[config.mk]
export PLATFORM = sky130hd
export DESIGN_NAME = byte_range_header_parser_core
export DESIGN_NICKNAME = d
export VERILOG_FILES = /design/src/rtl/brhp_pkg.sv /design/src/rtl/byte_range_header_parser_core.sv /design/src/rtl/brhp_queue.sv /design/src/rtl/brhp_front.sv /design/src/rtl/brhp_back.sv
export VERILOG_INCLUDE_DIRS = /design/src /design/src/rtl
export SDC_FILE = /design/constraint.sdc
export NUM_CORES = 2
export LEC_CHECK = 0
export BUFFER_PORTS_ARGS = -buffer_cell sky130_fd_sc_hd__clkbuf_2
export CORE_MARGIN = 2
export CORE_UTILIZATION = 57
export DETAILED_ROUTE_END_ITERATION = 16
export PLACE_DENSITY_LB_ADDON = 0.25
export RECOVER_POWER = 50
export SYNTH_ARGS = -nofsm -noshare
export SYNTH_HDL_FRONTEND = slang
export SYNTH_SLANG_ARGS = --single-unit
[constraint.sdc]
create_clock -name aclk -period 6.67 [get_ports aclk]
set_clock_uncertainty 0.1 [all_clocks]
set_input_delay 0.3335 -clock aclk [delete_from_list [all_inputs] [get_ports aclk]]
set_output_delay 0.3335 -clock aclk [all_outputs]
set_load 0.01 [all_outputs]
[src/rtl/byte_range_header_parser_core_assert.svh]
// Assertion macros shared by the byte range header parser modules.
// Depends on a clock named aclk and an active-low reset named aresetn in scope.
`ifndef BYTE_RANGE_HEADER_PARSER_CORE_ASSERT_SVH
`define BYTE_RANGE_HEADER_PARSER_CORE_ASSERT_SVH

// Same-cycle implication, off while reset is held
`define BRHP_ASSERT_IMPL(name, ante, cons, msg) \
    name: assert property (@(posedge aclk) disable iff (!aresetn) (ante) |-> (cons)) \
        else $error(msg);

// Next-cycle implication, off while reset is held
`define BRHP_ASSERT_NEXT(name, ante, cons, msg) \
    name: assert property (@(posedge aclk) disable iff (!aresetn) (ante) |=> (cons)) \
        else $error(msg);

`endif

[src/rtl/brhp_pkg.sv]
// Types, character constants and helper functions for the byte range header parser.
// No dependencies; imported by every module of the block.
package brhp_pkg;

    localparam int OFFSET_BITS    = 48;
    localparam int COUNT_OUT_BITS = 16;
    localparam int QUEUE_DEPTH    = 2;

    localparam logic [7:0] CH_EQUALS = 8'h3D;
    localparam logic [7:0] CH_COMMA  = 8'h2C;
    localparam logic [7:0] CH_DASH   = 8'h2D;
    localparam logic [7:0] CH_PLUS   = 8'h2B;
    localparam logic [7:0] CH_ZERO   = 8'h30;
    localparam logic [7:0] CH_NINE   = 8'h39;
    localparam logic [7:0] CH_SPACE  = 8'h20;
    localparam logic [7:0] CH_TAB    = 8'h09;
    localparam logic [7:0] CH_CR     = 8'h0D;

    localparam logic [2:0] UNIT_LEN = 3'd5;

    typedef enum logic [2:0] {
        UP_LEAD,
        UP_MATCH,
        UP_TRAIL,
        UP_BADUNIT,
        UP_SPECS,
        UP_IGNORE
    } unit_phase_t;

    typedef enum logic [2:0] {
        SP_START_WS,
        SP_START_SIGN,
        SP_START_DIG,
        SP_START_SKIP,
        SP_END_WS,
        SP_END_SIGN,
        SP_END_DIG,
        SP_END_SKIP
    } spec_phase_t;

    typedef enum logic [1:0] {
        CLS_NONE,
        CLS_MALFORMED,
        CLS_PARSED
    } spec_cls_t;

    typedef enum logic [1:0] {
        ST_OK,
        ST_MALFORMED,
        ST_UNSAT,
        ST_NONE
    } spec_status_t;

    typedef enum logic [1:0] {
        VD_FULL,
        VD_SINGLE,
        VD_MULTI,
        VD_UNSAT
    } verdict_t;

    typedef struct packed {
        logic nonblank;
        logic has_start;
        logic has_end;
        logic end_neg;
        logic bad;
    } spec_flags_t;

    // Control part of one closed spec, front to back
    typedef struct packed {
        spec_cls_t cls;
        logic      fin;
        logic      has_start;
        logic      has_end;
        logic      end_neg;
    } spec_ctl_t;

    // Characters of the unit name "bytes"
    function automatic logic [7:0] unit_char(input logic [2:0] idx);
        logic [7:0] ch;
        case (idx)
            3'd0:    ch = 8'h62;
            3'd1:    ch = 8'h79;
            3'd2:    ch = 8'h74;
            3'd3:    ch = 8'h65;
            3'd4:    ch = 8'h73;
            default: ch = 8'h00;
        endcase
        return ch;
    endfunction

    function automatic logic is_ws(input logic [7:0] c);
        return c inside {CH_SPACE, [CH_TAB:CH_CR]};
    endfunction

    function automatic logic is_digit(input logic [7:0] c);
        return c inside {[CH_ZERO:CH_NINE]};
    endfunction

endpackage

[src/rtl/byte_range_header_parser_core.sv]
// The result of a byte that closes a spec (a comma or the final byte) is registered in a queue
// entry, then in the output register once that register is free, which sets output valid.
// Throughput: one header byte per cycle; the input stalls only while both queue entries hold
// closed specs behind a result that the result side has not taken.
// Reset clears the parser, the counters, the queue, output valid and resource_size to 0.
// Top level of the byte range header parser; depends on brhp_pkg, front, queue and back.
module byte_range_header_parser_core import brhp_pkg::*; #(
    parameter int VALUE_BITS = 48,
    parameter int COUNT_BITS = 16
) (
    input  logic                      aclk,
    input  logic                      aresetn,
    input  logic                      cfg_wr_en,
    input  logic [OFFSET_BITS-1:0]    cfg_wr_data,
    input  logic                      s_valid,
    output logic                      s_ready,
    input  logic [7:0]                s_header_byte,
    input  logic                      s_is_final_byte,
    output logic                      m_valid,
    input  logic                      m_ready,
    output logic [1:0]                m_spec_status,
    output logic [OFFSET_BITS-1:0]    m_first_offset,
    output logic [OFFSET_BITS-1:0]    m_last_offset,
    output logic                      m_header_done,
    output logic [1:0]                m_header_verdict,
    output logic [COUNT_OUT_BITS-1:0] m_satisfiable_count
);

    localparam int REC_BITS = $bits(spec_ctl_t) + 2 * VALUE_BITS;

    logic                  in_fire;
    logic                  rec_push;
    spec_ctl_t             rec_ctl;
    logic [VALUE_BITS-1:0] rec_start;
    logic [VALUE_BITS-1:0] rec_end;
    logic                  q_full;
    logic                  q_pop;
    logic                  q_valid;
    logic [REC_BITS-1:0]   q_data;
    spec_ctl_t             q_ctl;
    logic [VALUE_BITS-1:0] q_start;
    logic [VALUE_BITS-1:0] q_end;

    // Accept a byte whenever the queue has room
    assign s_ready = !q_full;
    assign in_fire = s_valid && s_ready;

    brhp_front #(
        .VALUE_BITS (VALUE_BITS)
    ) u_front (
        .aclk      (aclk),
        .aresetn   (aresetn),
        .in_fire   (in_fire),
        .in_byte   (s_header_byte),
        .in_final  (s_is_final_byte),
        .rec_push  (rec_push),
        .rec_ctl   (rec_ctl),
        .rec_start (rec_start),
        .rec_end   (rec_end)
    );

    brhp_queue #(
        .WIDTH (REC_BITS)
    ) u_queue (
        .aclk      (aclk),
        .aresetn   (aresetn),
        .push      (rec_push),
        .push_data ({rec_ctl, rec_start, rec_end}),
        .full      (q_full),
        .pop       (q_pop),
        .pop_data  (q_data),
        .not_empty (q_valid)
    );

    assign {q_ctl, q_start, q_end} = q_data;

    brhp_back #(
        .VALUE_BITS (VALUE_BITS),
        .COUNT_BITS (COUNT_BITS)
    ) u_back (
        .aclk                (aclk),
        .aresetn             (aresetn),
        .cfg_wr_en           (cfg_wr_en),
        .cfg_wr_data         (cfg_wr_data),
        .q_valid             (q_valid),
        .q_ctl               (q_ctl),
        .q_start             (q_start),
        .q_end               (q_end),
        .q_pop               (q_pop),
        .m_valid             (m_valid),
        .m_ready             (m_ready),
        .m_spec_status       (m_spec_status),
        .m_first_offset      (m_first_offset),
        .m_last_offset       (m_last_offset),
        .m_header_done       (m_header_done),
        .m_header_verdict    (m_header_verdict),
        .m_satisfiable_count (m_satisfiable_count)
    );

endmodule

[src/rtl/brhp_queue.sv]
// Short queue that decouples the parser front from the resolver back.
// Depends on brhp_pkg for the queue depth.
`include "byte_range_header_parser_core_assert.svh"

module brhp_queue import brhp_pkg::*; #(
    parameter int WIDTH = 104
) (
    input  logic             aclk,
    input  logic             aresetn,
    input  logic             push,
    input  logic [WIDTH-1:0] push_data,
    output logic             full,
    input  logic             pop,
    output logic [WIDTH-1:0] pop_data,
    output logic             not_empty
);

    localparam int PTR_BITS = (QUEUE_DEPTH > 1) ? $clog2(QUEUE_DEPTH) : 1;
    localparam int CNT_BITS = $clog2(QUEUE_DEPTH + 1);

    logic [WIDTH-1:0]    data_reg [QUEUE_DEPTH];
    logic [PTR_BITS-1:0] wr_ptr_reg, wr_ptr_next;
    logic [PTR_BITS-1:0] rd_ptr_reg, rd_ptr_next;
    logic [CNT_BITS-1:0] count_reg, count_next;

    assign full      = (count_reg == CNT_BITS'(QUEUE_DEPTH));
    assign not_empty = (count_reg != '0);
    assign pop_data  = data_reg[rd_ptr_reg];

    // Advance pointers and occupancy
    always_comb begin
        wr_ptr_next = wr_ptr_reg;
        rd_ptr_next = rd_ptr_reg;
        count_next  = count_reg;
        if (push) begin
            wr_ptr_next = (wr_ptr_reg == PTR_BITS'(QUEUE_DEPTH - 1)) ? '0 : wr_ptr_reg + 1'b1;
        end
        if (pop) begin
            rd_ptr_next = (rd_ptr_reg == PTR_BITS'(QUEUE_DEPTH - 1)) ? '0 : rd_ptr_reg + 1'b1;
        end
        if (push && !pop) begin
            count_next = count_reg + 1'b1;
        end else if (pop && !push) begin
            count_next = count_reg - 1'b1;
        end
    end

    always_ff @(posedge aclk) begin
        if (!aresetn) begin
            wr_ptr_reg <= '0;
            rd_ptr_reg <= '0;
            count_reg  <= '0;
        end else begin
            wr_ptr_reg <= wr_ptr_next;
            rd_ptr_reg <= rd_ptr_next;
            count_reg  <= count_next;
        end
    end

    // Store the pushed request
    always_ff @(posedge aclk) begin
        if (push) begin
            data_reg[wr_ptr_reg] <= push_data;
        end
    end

    `BRHP_ASSERT_IMPL(a_no_overflow, push, !full, "push into a full queue")
    `BRHP_ASSERT_IMPL(a_no_underflow, pop, not_empty, "pop from an empty queue")

endmodule

[src/rtl/brhp_front.sv]
// Parser front: takes header bytes, tracks unit and spec syntax, closes specs.
// Depends on brhp_pkg for phase types, character constants and the spec record.
`include "byte_range_header_parser_core_assert.svh"

module brhp_front import brhp_pkg::*; #(
    parameter int VALUE_BITS = 48
) (
    input  logic                  aclk,
    input  logic                  aresetn,
    input  logic                  in_fire,
    input  logic [7:0]            in_byte,
    input  logic                  in_final,
    output logic                  rec_push,
    output spec_ctl_t             rec_ctl,
    output logic [VALUE_BITS-1:0] rec_start,
    output logic [VALUE_BITS-1:0] rec_end
);

    unit_phase_t           unit_phase_reg, unit_phase_next;
    logic [2:0]            unit_idx_reg, unit_idx_next;
    spec_phase_t           spec_phase_reg, spec_phase_next;
    spec_flags_t           flags_reg, flags_next;
    logic [VALUE_BITS-1:0] start_reg, start_next;
    logic [VALUE_BITS-1:0] end_reg, end_next;

    // Spec state after feeding the current byte
    spec_phase_t           fed_phase;
    spec_flags_t           fed_flags;
    logic [VALUE_BITS-1:0] fed_start;
    logic [VALUE_BITS-1:0] fed_end;

    logic c_ws;
    logic c_dig;
    logic c_eq;
    logic c_comma;

    // Multiply by ten and add one digit, saturating at all ones
    function automatic logic [VALUE_BITS-1:0] acc_digit(
        input logic [VALUE_BITS-1:0] v,
        input logic [7:0]            c
    );
        logic [VALUE_BITS+3:0] wide;
        wide = ({4'b0000, v} << 3) + ({4'b0000, v} << 1)
             + {{VALUE_BITS{1'b0}}, c[3:0]};
        if (|wide[VALUE_BITS+3:VALUE_BITS]) begin
            return '1;
        end
        return wide[VALUE_BITS-1:0];
    endfunction

    function automatic spec_cls_t classify(
        input spec_phase_t p,
        input spec_flags_t f,
        input logic        by_end
    );
        spec_cls_t cls;
        if (!f.nonblank) begin
            cls = by_end ? CLS_NONE : CLS_MALFORMED;
        end else if (p < SP_END_WS || p == SP_END_SIGN || f.bad ||
                     !(f.has_start || f.has_end)) begin
            cls = CLS_MALFORMED;
        end else begin
            cls = CLS_PARSED;
        end
        return cls;
    endfunction

    assign c_ws    = is_ws(in_byte);
    assign c_dig   = is_digit(in_byte);
    assign c_eq    = (in_byte == CH_EQUALS);
    assign c_comma = (in_byte == CH_COMMA);

    // Feed one byte into the spec scanner
    always_comb begin
        fed_phase = spec_phase_reg;
        fed_flags = flags_reg;
        fed_start = start_reg;
        fed_end   = end_reg;
        if (!c_ws) begin
            fed_flags.nonblank = 1'b1;
        end
        case (spec_phase_reg)
            SP_START_WS: begin
                if (!c_ws) begin
                    if (in_byte == CH_DASH) begin
                        fed_phase = SP_END_WS;
                    end else if (in_byte == CH_PLUS) begin
                        fed_phase = SP_START_SIGN;
                    end else if (c_dig) begin
                        fed_flags.has_start = 1'b1;
                        fed_start = acc_digit('0, in_byte);
                        fed_phase = SP_START_DIG;
                    end else begin
                        fed_flags.bad = 1'b1;
                        fed_phase = SP_START_SKIP;
                    end
                end
            end
            SP_START_SIGN: begin
                if (c_dig) begin
                    fed_flags.has_start = 1'b1;
                    fed_start = acc_digit('0, in_byte);
                    fed_phase = SP_START_DIG;
                end else begin
                    fed_flags.bad = 1'b1;
                    fed_phase = (in_byte == CH_DASH) ? SP_END_WS : SP_START_SKIP;
                end
            end
            SP_START_DIG: begin
                if (c_dig) begin
                    fed_start = acc_digit(start_reg, in_byte);
                end else begin
                    fed_phase = (in_byte == CH_DASH) ? SP_END_WS : SP_START_SKIP;
                end
            end
            SP_START_SKIP: begin
                if (in_byte == CH_DASH) begin
                    fed_phase = SP_END_WS;
                end
            end
            SP_END_WS: begin
                if (!c_ws) begin
                    if (in_byte == CH_PLUS) begin
                        fed_phase = SP_END_SIGN;
                    end else if (in_byte == CH_DASH) begin
                        fed_flags.end_neg = 1'b1;
                        fed_phase = SP_END_SIGN;
                    end else if (c_dig) begin
                        fed_flags.has_end = 1'b1;
                        fed_end = acc_digit('0, in_byte);
                        fed_phase = SP_END_DIG;
                    end else begin
                        fed_flags.bad = 1'b1;
                        fed_phase = SP_END_SKIP;
                    end
                end
            end
            SP_END_SIGN: begin
                if (c_dig) begin
                    fed_flags.has_end = 1'b1;
                    fed_end = acc_digit('0, in_byte);
                    fed_phase = SP_END_DIG;
                end else begin
                    fed_flags.bad = 1'b1;
                    fed_phase = SP_END_SKIP;
                end
            end
            SP_END_DIG: begin
                if (c_dig) begin
                    fed_end = acc_digit(end_reg, in_byte);
                end else begin
                    fed_phase = SP_END_SKIP;
                end
            end
            default: begin
                fed_phase = SP_END_SKIP;
            end
        endcase
    end

    // Next state and spec record
    always_comb begin
        unit_phase_next = unit_phase_reg;
        unit_idx_next   = unit_idx_reg;
        spec_phase_next = spec_phase_reg;
        flags_next      = flags_reg;
        start_next      = start_reg;
        end_next        = end_reg;

        rec_push          = 1'b0;
        rec_ctl.cls       = CLS_NONE;
        rec_ctl.fin       = in_final;
        rec_ctl.has_start = 1'b0;
        rec_ctl.has_end   = 1'b0;
        rec_ctl.end_neg   = 1'b0;
        rec_start         = '0;
        rec_end           = '0;

        if (in_fire) begin
            if (unit_phase_reg == UP_SPECS) begin
                if (c_comma) begin
                    // Close the spec as it stands, then clear it
                    rec_push          = 1'b1;
                    rec_ctl.cls       = classify(spec_phase_reg, flags_reg, 1'b0);
                    rec_ctl.has_start = flags_reg.has_start;
                    rec_ctl.has_end   = flags_reg.has_end;
                    rec_ctl.end_neg   = flags_reg.end_neg;
                    rec_start         = start_reg;
                    rec_end           = end_reg;
                    spec_phase_next   = SP_START_WS;
                    flags_next        = '0;
                    start_next        = '0;
                    end_next          = '0;
                end else begin
                    spec_phase_next = fed_phase;
                    flags_next      = fed_flags;
                    start_next      = fed_start;
                    end_next        = fed_end;
                    if (in_final) begin
                        rec_ctl.cls       = classify(fed_phase, fed_flags, 1'b1);
                        rec_ctl.has_start = fed_flags.has_start;
                        rec_ctl.has_end   = fed_flags.has_end;
                        rec_ctl.end_neg   = fed_flags.end_neg;
                        rec_start         = fed_start;
                        rec_end           = fed_end;
                    end
                end
            end else if (unit_phase_reg != UP_IGNORE) begin
                // Match the unit name before the first equals sign
                case (unit_phase_reg)
                    UP_LEAD: begin
                        if (!c_ws) begin
                            if (c_eq) begin
                                unit_phase_next = UP_IGNORE;
                            end else if (in_byte == unit_char(3'd0)) begin
                                unit_idx_next   = 3'd1;
                                unit_phase_next = UP_MATCH;
                            end else begin
                                unit_phase_next = UP_BADUNIT;
                            end
                        end
                    end
                    UP_MATCH: begin
                        if (c_eq) begin
                            unit_phase_next = (unit_idx_reg == UNIT_LEN) ? UP_SPECS : UP_IGNORE;
                        end else if (c_ws) begin
                            unit_phase_next = (unit_idx_reg == UNIT_LEN) ? UP_TRAIL : UP_BADUNIT;
                        end else if (unit_idx_reg < UNIT_LEN &&
                                     in_byte == unit_char(unit_idx_reg)) begin
                            unit_idx_next = unit_idx_reg + 3'd1;
                        end else begin
                            unit_phase_next = UP_BADUNIT;
                        end
                    end
                    UP_TRAIL: begin
                        if (c_eq) begin
                            unit_phase_next = UP_SPECS;
                        end else if (!c_ws) begin
                            unit_phase_next = UP_BADUNIT;
                        end
                    end
                    UP_BADUNIT: begin
                        if (c_eq) begin
                            unit_phase_next = UP_IGNORE;
                        end
                    end
                    default: begin
                        unit_phase_next = UP_IGNORE;
                    end
                endcase
            end

            // The final byte always closes the header and drops all state
            if (in_final) begin
                rec_push        = 1'b1;
                unit_phase_next = UP_LEAD;
                unit_idx_next   = 3'd0;
                spec_phase_next = SP_START_WS;
                flags_next      = '0;
                start_next      = '0;
                end_next        = '0;
            end
        end
    end

    always_ff @(posedge aclk) begin
        if (!aresetn) begin
            unit_phase_reg <= UP_LEAD;
            unit_idx_reg   <= 3'd0;
            spec_phase_reg <= SP_START_WS;
            flags_reg      <= '0;
            start_reg      <= '0;
            end_reg        <= '0;
        end else begin
            unit_phase_reg <= unit_phase_next;
            unit_idx_reg   <= unit_idx_next;
            spec_phase_reg <= spec_phase_next;
            flags_reg      <= flags_next;
            start_reg      <= start_next;
            end_reg        <= end_next;
        end
    end

    `BRHP_ASSERT_NEXT(a_final_clears, in_fire && in_final, unit_phase_reg == UP_LEAD && spec_phase_reg == SP_START_WS && flags_reg == '0, "parser not back at start after final byte")

endmodule

[src/rtl/brhp_back.sv]
// Resolver back: checks each closed spec against the resource size, counts, and
// holds the result in an output register. Depends on brhp_pkg.
`include "byte_range_header_parser_core_assert.svh"

module brhp_back import brhp_pkg::*; #(
    parameter int VALUE_BITS = 48,
    parameter int COUNT_BITS = 16
) (
    input  logic                      aclk,
    input  logic                      aresetn,
    input  logic                      cfg_wr_en,
    input  logic [OFFSET_BITS-1:0]    cfg_wr_data,
    input  logic                      q_valid,
    input  spec_ctl_t                 q_ctl,
    input  logic [VALUE_BITS-1:0]     q_start,
    input  logic [VALUE_BITS-1:0]     q_end,
    output logic                      q_pop,
    output logic                      m_valid,
    input  logic                      m_ready,
    output logic [1:0]                m_spec_status,
    output logic [OFFSET_BITS-1:0]    m_first_offset,
    output logic [OFFSET_BITS-1:0]    m_last_offset,
    output logic                      m_header_done,
    output logic [1:0]                m_header_verdict,
    output logic [COUNT_OUT_BITS-1:0] m_satisfiable_count
);

    localparam int CMP_BITS = (VALUE_BITS > OFFSET_BITS) ? VALUE_BITS : OFFSET_BITS;

    logic [OFFSET_BITS-1:0] size_reg;
    logic [COUNT_BITS-1:0]  parsed_reg, parsed_next;
    logic [COUNT_BITS-1:0]  sat_reg, sat_next;
    logic [COUNT_BITS-1:0]  parsed_upd;
    logic [COUNT_BITS-1:0]  sat_upd;

    logic                   valid_reg, valid_next;
    spec_status_t           status_reg;
    logic [OFFSET_BITS-1:0] first_reg;
    logic [OFFSET_BITS-1:0] last_reg;
    logic                   done_reg;
    verdict_t               verdict_reg;
    logic [COUNT_BITS-1:0]  count_reg;

    logic [CMP_BITS-1:0] total_w;
    logic [CMP_BITS-1:0] start_w;
    logic [CMP_BITS-1:0] end_w;
    logic                end_neg;
    spec_status_t        res_status;
    logic [CMP_BITS-1:0] res_first;
    logic [CMP_BITS-1:0] res_last;
    spec_status_t        status;
    logic [CMP_BITS-1:0] out_first;
    logic [CMP_BITS-1:0] out_last;
    verdict_t            verdict;

    assign total_w = CMP_BITS'(size_reg);
    assign start_w = CMP_BITS'(q_start);
    assign end_w   = CMP_BITS'(q_end);
    assign end_neg = q_ctl.end_neg && (q_end != '0);

    // Resolve the spec as suffix, open or clamped range
    always_comb begin
        res_status = ST_OK;
        res_first  = '0;
        res_last   = '0;
        if (total_w == '0) begin
            res_status = ST_UNSAT;
        end else if (!q_ctl.has_start) begin
            if (end_neg || end_w == '0) begin
                res_status = ST_UNSAT;
            end else begin
                res_first = (end_w >= total_w) ? '0 : total_w - end_w;
                res_last  = total_w - 1'b1;
            end
        end else if (start_w >= total_w) begin
            res_status = ST_UNSAT;
        end else begin
            res_first = start_w;
            if (!q_ctl.has_end) begin
                res_last = total_w - 1'b1;
            end else if (end_neg || end_w < start_w) begin
                res_status = ST_UNSAT;
            end else begin
                res_last = (end_w >= total_w) ? total_w - 1'b1 : end_w;
            end
        end
    end

    // Pick the status, update the counters and form the verdict
    always_comb begin
        case (q_ctl.cls)
            CLS_NONE:      status = ST_NONE;
            CLS_MALFORMED: status = ST_MALFORMED;
            default:       status = res_status;
        endcase
        out_first = (status == ST_OK) ? res_first : '0;
        out_last  = (status == ST_OK) ? res_last : '0;

        parsed_upd = parsed_reg;
        if (q_ctl.cls == CLS_PARSED && parsed_reg != '1) begin
            parsed_upd = parsed_reg + 1'b1;
        end
        sat_upd = sat_reg;
        if (status == ST_OK && sat_reg != '1) begin
            sat_upd = sat_reg + 1'b1;
        end

        verdict = VD_FULL;
        if (q_ctl.fin) begin
            if (parsed_upd == '0) begin
                verdict = VD_FULL;
            end else if (sat_upd == '0) begin
                verdict = VD_UNSAT;
            end else if (sat_upd == COUNT_BITS'(1)) begin
                verdict = VD_SINGLE;
            end else begin
                verdict = VD_MULTI;
            end
        end

        q_pop       = q_valid && (!valid_reg || m_ready);
        parsed_next = parsed_reg;
        sat_next    = sat_reg;
        valid_next  = valid_reg && !m_ready;
        if (q_pop) begin
            parsed_next = q_ctl.fin ? '0 : parsed_upd;
            sat_next    = q_ctl.fin ? '0 : sat_upd;
            valid_next  = 1'b1;
        end
    end

    always_ff @(posedge aclk) begin
        if (!aresetn) begin
            size_reg   <= '0;
            parsed_reg <= '0;
            sat_reg    <= '0;
            valid_reg  <= 1'b0;
        end else begin
            if (cfg_wr_en) begin
                size_reg <= cfg_wr_data;
            end
            parsed_reg <= parsed_next;
            sat_reg    <= sat_next;
            valid_reg  <= valid_next;
        end
    end

    // Load the output register when a request is popped
    always_ff @(posedge aclk) begin
        if (q_pop) begin
            status_reg  <= status;
            first_reg   <= OFFSET_BITS'(out_first);
            last_reg    <= OFFSET_BITS'(out_last);
            done_reg    <= q_ctl.fin;
            verdict_reg <= verdict;
            count_reg   <= sat_upd;
        end
    end

    assign m_valid             = valid_reg;
    assign m_spec_status       = status_reg;
    assign m_first_offset      = first_reg;
    assign m_last_offset       = last_reg;
    assign m_header_done       = done_reg;
    assign m_header_verdict    = verdict_reg;
    assign m_satisfiable_count = COUNT_OUT_BITS'(count_reg);

    `BRHP_ASSERT_IMPL(a_range_ordered, valid_reg && status_reg == ST_OK, first_reg <= last_reg, "satisfiable range has first above last")
    `BRHP_ASSERT_IMPL(a_dropped_zero, valid_reg && status_reg != ST_OK, first_reg == '0 && last_reg == '0, "offsets not zero on a dropped spec")
    `BRHP_ASSERT_IMPL(a_verdict_only_done, valid_reg && !done_reg, verdict_reg == VD_FULL, "verdict set on a result that does not end the header")

endmodule
==> Yosys cells after proc, flatten, opt, wreduce, memory -nomap -nowiden <==
Memory sizes are Yosys's and may differ from the RTL's. A register that Yosys moved wholly into a read port is not among the register bits.
Index checks and enable logic that the tools add are counted.
{ "word_totals": {"latch_bits": 0, "rom_bits": 0, "ramBits": 204, "mem_count": 1, "register_bits": 312, "input_bits": 62, "elab_cells": 314} }
{ "memory_table": {"columns": ["name", "depth", "width", "read_ports", "rd_clocked_by_memory_dff", "write_ports", "line", "source"], "rows": [
  ["u_queue.data_reg", 2, 102, 1, 1, 1, "brhp_queue.sv:21", "logic [WIDTH-1:0] data_reg [QUEUE_DEPTH];"]
]} }
{ "op_classes": {"n_div": 0, "add_sub_neg": 13, "reduce_logical": 53, "shift": 0, "n_lt_le_gt_ge": 10, "n_eq_ne": 40, "n_bitwise": 2, "mul": 0, "muxes": 172} }
{ "ops": {"columns": ["operator", "count"], "rows": [
  ["48-bit 2-to-1 mux", 44],
  ["48-bit one-hot mux with 3 select lines", 2],
  ["3-bit 2-to-1 mux", 40],
  ["51-bit by 49-bit adder with 52-bit output", 2],
  ["52-bit by 4-bit adder with 52-bit output", 2],
  ["48-bit >= comparator", 2],
  ["48-bit zero test", 2],
  ["16-bit 2-to-1 mux", 4],
  ["48-bit < comparator", 1],
  ["8-bit 2-to-1 mux", 6],
  ["48-bit nonzero test", 1],
  ["48-bit by 1-bit subtractor with 48-bit output, second input constant", 1],
  ["48-bit subtractor", 1],
  ["1-bit 2-to-1 mux", 46],
  ["8-bit by 6-bit equality test with 1-bit output, second input constant", 5],
  ["2-bit 2-to-1 mux", 19],
  ["7-bit one-hot mux with 5 select lines", 1],
  ["16-bit by 1-bit adder with 16-bit output, second input constant", 2],
  ["16-bit zero test", 2],
  ["16-bit inequality test, second input constant", 2],
  ["3-bit equality test, second input constant", 7],
  ["3-bit one-hot mux with 7 select lines", 1],
  ["3-bit by 2-bit equality test with 1-bit output, second input constant", 6],
  ["16-bit by 1-bit equality test with 1-bit output, second input constant", 1],
  ["38 further kinds", 90]
]} }

==> Depth between registers and ports, before layout <==
{ "depth": {"ltp_word": 18, "ltp_mapped": 20, "mapped_depth_nobuf": 16} }

==> Cells and area by module <==
From an unflattened synthesis, not the netlist that was laid out.
{ "hier_totals": {"cells_unflattened": 3988, "hier_area_um2": 36578.8} }
{ "modules_own_cells": {"columns": ["module", "cells_each", "instances", "seq_area_each_um2", "area_each_um2"], "rows": [
  ["brhp_back", 1738, 1, 5134.9, 15031.9],
  ["brhp_front", 1909, 1, 2202.1, 13634.3],
  ["brhp_queue", 339, 1, 6226.0, 7902.6],
  ["byte_range_header_parser_core", 2, 1, 0.0, 10.0]
]} }

==> Worst setup path before layout <==
No wires, ideal clock.
{ "synth_path": {"kind": "register -> register", "startpoint": "register u_queue.count_reg[0]", "endpoint": "memory u_queue.data_reg[0][0] in the netlist's numbering, enable pin", "required_ps": 6004, "t_arrival_ps": 5881, "stages_incl_launch_ff": 8, "slack_ps": 124, "path_cell_list": "dfxtp_1 -> nand2b_1 -> and2_1 -> clkbuf_1 -> nand3_1 -> nor2_1 -> o21ai_1 -> nor2_1"} }
{ "synth_via": {"elab_chain_len": 6} }
{ "synth_rtl": {"columns": ["item", "line", "source"], "rows": [
  ["start: declaration", "brhp_queue.sv:24", "logic [CNT_BITS-1:0] count_reg, count_next;"],
  ["start signal: assignment", "brhp_queue.sv:56", "count_reg <= count_next;"],
  ["2-bit equality test", "brhp_queue.sv:26", "assign full = (count_reg == CNT_BITS'(QUEUE_DEPTH));"],
  ["1-bit zero test", "byte_range_header_parser_core.sv:45", "assign s_ready = !q_full;"],
  ["via s_ready", "byte_range_header_parser_core.sv:16", "output logic s_ready,"],
  ["1-bit logical AND", "byte_range_header_parser_core.sv:46", "assign in_fire = s_valid && s_ready;"],
  ["1-bit 2-to-1 mux", "brhp_front.sv:179", "if (in_fire) begin"],
  ["1-bit 2-to-1 mux", "brhp_queue.sv:62", "if (push) begin"],
  ["1-bit 2-to-1 mux (not written as such)", "brhp_queue.sv:63", "data_reg[wr_ptr_reg] <= push_data;"],
  ["end: declaration", "brhp_queue.sv:21", null]
]} }
The timed path passes the listed nets, and every way through them passes these cells.

==> results.txt <==
Status: complete, but fails checks
Failing checks: max-capacitance violations, max-slew violations
# H-tree levels: 2
Sequential fraction of the synthesis area: 37.8%
Peak supply drop: 0.000264 V
Gate count of the mapped netlist: 3881
Chip Width: 255 µm
Total power: 0.0108 W
Setup-failing EPs final: 0
Clock transition at path regs: 60 ps
Max-Cap Viols: 8
Initial Utilization: 57.9%
Setup Buffers After CTS: 0
I/O Buffers: 180
Fmax: 166 MHz
Min cycle time layout: 6010 ps
Post-route ant nets: 0
CP endpoint kind: flip-flop
Nets@finish: 4417
CTS Hold Bufs: 48
CTS tree: yes
# fillers: 5251
Distinct cells, synth: 88
Worst path required time: 6930 ps
Initial DRT Pass Iterations: 6
Maximum number of pins on one net before global-route repair: 88
Unrepaired setup endpoints after global routing: no
Max reg flops: 204
TNS Setup: 0 ps
#FFs+latches synth: 517
WL per Instance: 22.9 µm
Worst reg2reg setup slack: 660 ps
Crit Path Category: reg -> reg
CP max FO: 34
Post-Syn Nets: 4289
Vias in the first global route: 28800
Pleak: 16.3 nW
# DRC: 0
Num CTS Buffers: 54
Mapped Area: 35800 µm²
# IOs: 181
YS warnings: 0
Vias per cell: 6.39
Initial DRC count: 4019
Tcrit/Tclk final: 90.2%
First-pass GRT wire length: 170000 µm
Min-Delay Path Class: in -> reg
Clk Latency, worst-skew pair: 620 ps
Max Slew Vio Count: 383
Global router's overall resource usage: 33.8%
Post-CTS sizing: 0
Setup crit start kind: flip-flop
Layout cells sized above 1: 6.59%
Chip height: 255 µm
Post-synth EDFFs: 321
Slew HR: -178%
Area of the die: 64900 µm²
DP HPWL: 84100 µm
Worst-margin pin slew: 4180 ps
Initial antenna violation count: 6
GR Overflow Total: 0
P per Cell Area: 274 nW/µm²
Wirelength, routed: 112000 µm
Clock Tree Root: clkbuf_16
GP Congestion: 0.996
CTS sink cnt: 517
DR vias: 31200
Final worst slack: 657 ps
Final core utilization: 63.8%
Hold violation count in the final report: 0
Top_reg_cell synth: edfxtp_1
Area grow syn2layout: 10.2%
Clk buf depth: 3
Async S/R FF share, synth: 0%
Syn Area/Cell: 9.24 µm²
CP Data Arrival Time: 6270 ps
Placeable Area: 61900 µm²
Post-Place Setup Slack: 747 ps
# rows: 91
==> cells in the final DEF (no fill, tap or decap), types with 28 or more instances in the layout <==
| master | instances |
|---|---|
| edfxtp_1 | 321 |
| clkbuf_16 | 55 |
| nand3_1 | 69 |
| nor2_1 | 341 |
| dlygate4sd3_1 | 48 |
| clkbuf_1 | 135 |
| a21oi_1 | 243 |
| xor2_1 | 69 |
| and3_1 | 31 |
| nor4_1 | 44 |
| o21ai_0 | 177 |
| nand2b_1 | 41 |
| ha_1 | 341 |
| mux2_2 | 46 |
| mux2i_1 | 111 |
| and2_1 | 49 |
| buf_4 | 31 |
| nor3_1 | 64 |
| o21a_1 | 28 |
| a21o_1 | 117 |
| a22oi_1 | 88 |
| nand4_1 | 73 |
| inv_1 | 201 |
| clkbuf_2 | 61 |
| nand2_1 | 307 |
| nor2b_1 | 108 |
| a22o_1 | 85 |
| a2bb2oi_1 | 49 |
| xnor2_1 | 128 |
| dfxtp_1 | 195 |
==> critical path, cell delays in order, from the launching register on <==
cell       delay [ps]
dfxtp_4           690
buf_4             460
mux2i_1           410
inv_1             100
ha_1              300
a21o_1            180
a21o_1            170
a2111oi_0         870
nand2_1           500
o21ai_2           330
nand3_1           400
or4_1             640
a22o_1            210
nor4_2            270
a21oi_1           100
==> cell usage after synthesis, types with 73 or more instances <==
cell      number  area, µm²
nor2_1       346       1300
a22o_1        85        744
a22oi_1       88        661
o21ai_0      176        881
nand4_1       73        457
inv_1        202        758
nand2_1      307       1150
a21o_1       117        878
a21oi_1      244       1220
edfxtp_1     321       9640
ha_1         341       4270
mux2i_1      111       1110
xnor2_1      128       1120
clkbuf_1     167        627
dfxtp_1      196       3920
nor2b_1      108        676
==> area by class of cell <==
type                    count  area (µm²)  share of cell area [%]
well taps                 837        1050                    2.65
inverters                 203         764                    1.93
clock inverters            27         303                   0.766
clock buffers              73        1520                    3.86
diodes                      1        2.50                 0.00633
multi-input cells        2966       20800                    52.6
flip-flops and latches    517       13600                    34.3
repair buffers            267        1510                    3.83
==> logic make-up after synthesis <==
group	share of synthesized area, %
buffers and inverters	4.40
xor gates and xnor gates	4.81
DFF	37.8
AOI/OAI and AO/OA	19.7
muxes	4.54
and+or+nand+nor	16.5
adders and majority gates	12.2
==> power breakdown <==
group | internal, W | total, W | leakage, nW | switching [W]
Sequential | 0.00389 | 0.00415 | 4.62 | 0.000262
Clock | 0.00180 | 0.00313 | 0.899 | 0.00132
Combinational | 0.00123 | 0.00355 | 10.8 | 0.00232
Total | 0.00693 | 0.0108 | 16.3 | 0.00391
==> final timing paths <==
| kind | start | to | cells after the start |
|---|---|---|---|
| worst max-delay path | flip-flop | u_back.m_header_verdict[1]$_SDFFCE_PP0P_ | 14 |
| worst min-delay path | cfg_wr_data[12] | u_back.size_reg[12]$_SDFFE_PN0P_ | 3 |
| worst max register to register | flip-flop | u_back.m_header_verdict[1]$_SDFFCE_PP0P_ | 14 |
| worst min register to register | u_front.flags_reg[1]$_SDFFE_PN0P_ | u_front.flags_reg[1]$_SDFFE_PN0P_ | 2 |
==> per-layer routing <==
layer,routed length [µm],GRT usage (%)
met5,42,0
met4,4560,12.7
met3,10700,5.21
met2,49100,52.2
met1,47400,47.9
==> per-stage QoR <==
stage	hold WS, ps	cells	cell area (µm²)
after floorplan	332	3881	35800
after global placement	356	4742	37400
after detailed placement	365	4742	37400
after CTS	11.4	4890	39700
after global routing	16.8	4890	39500
final	38.0	4891	39500
Power figures use the tool's default switching activity.
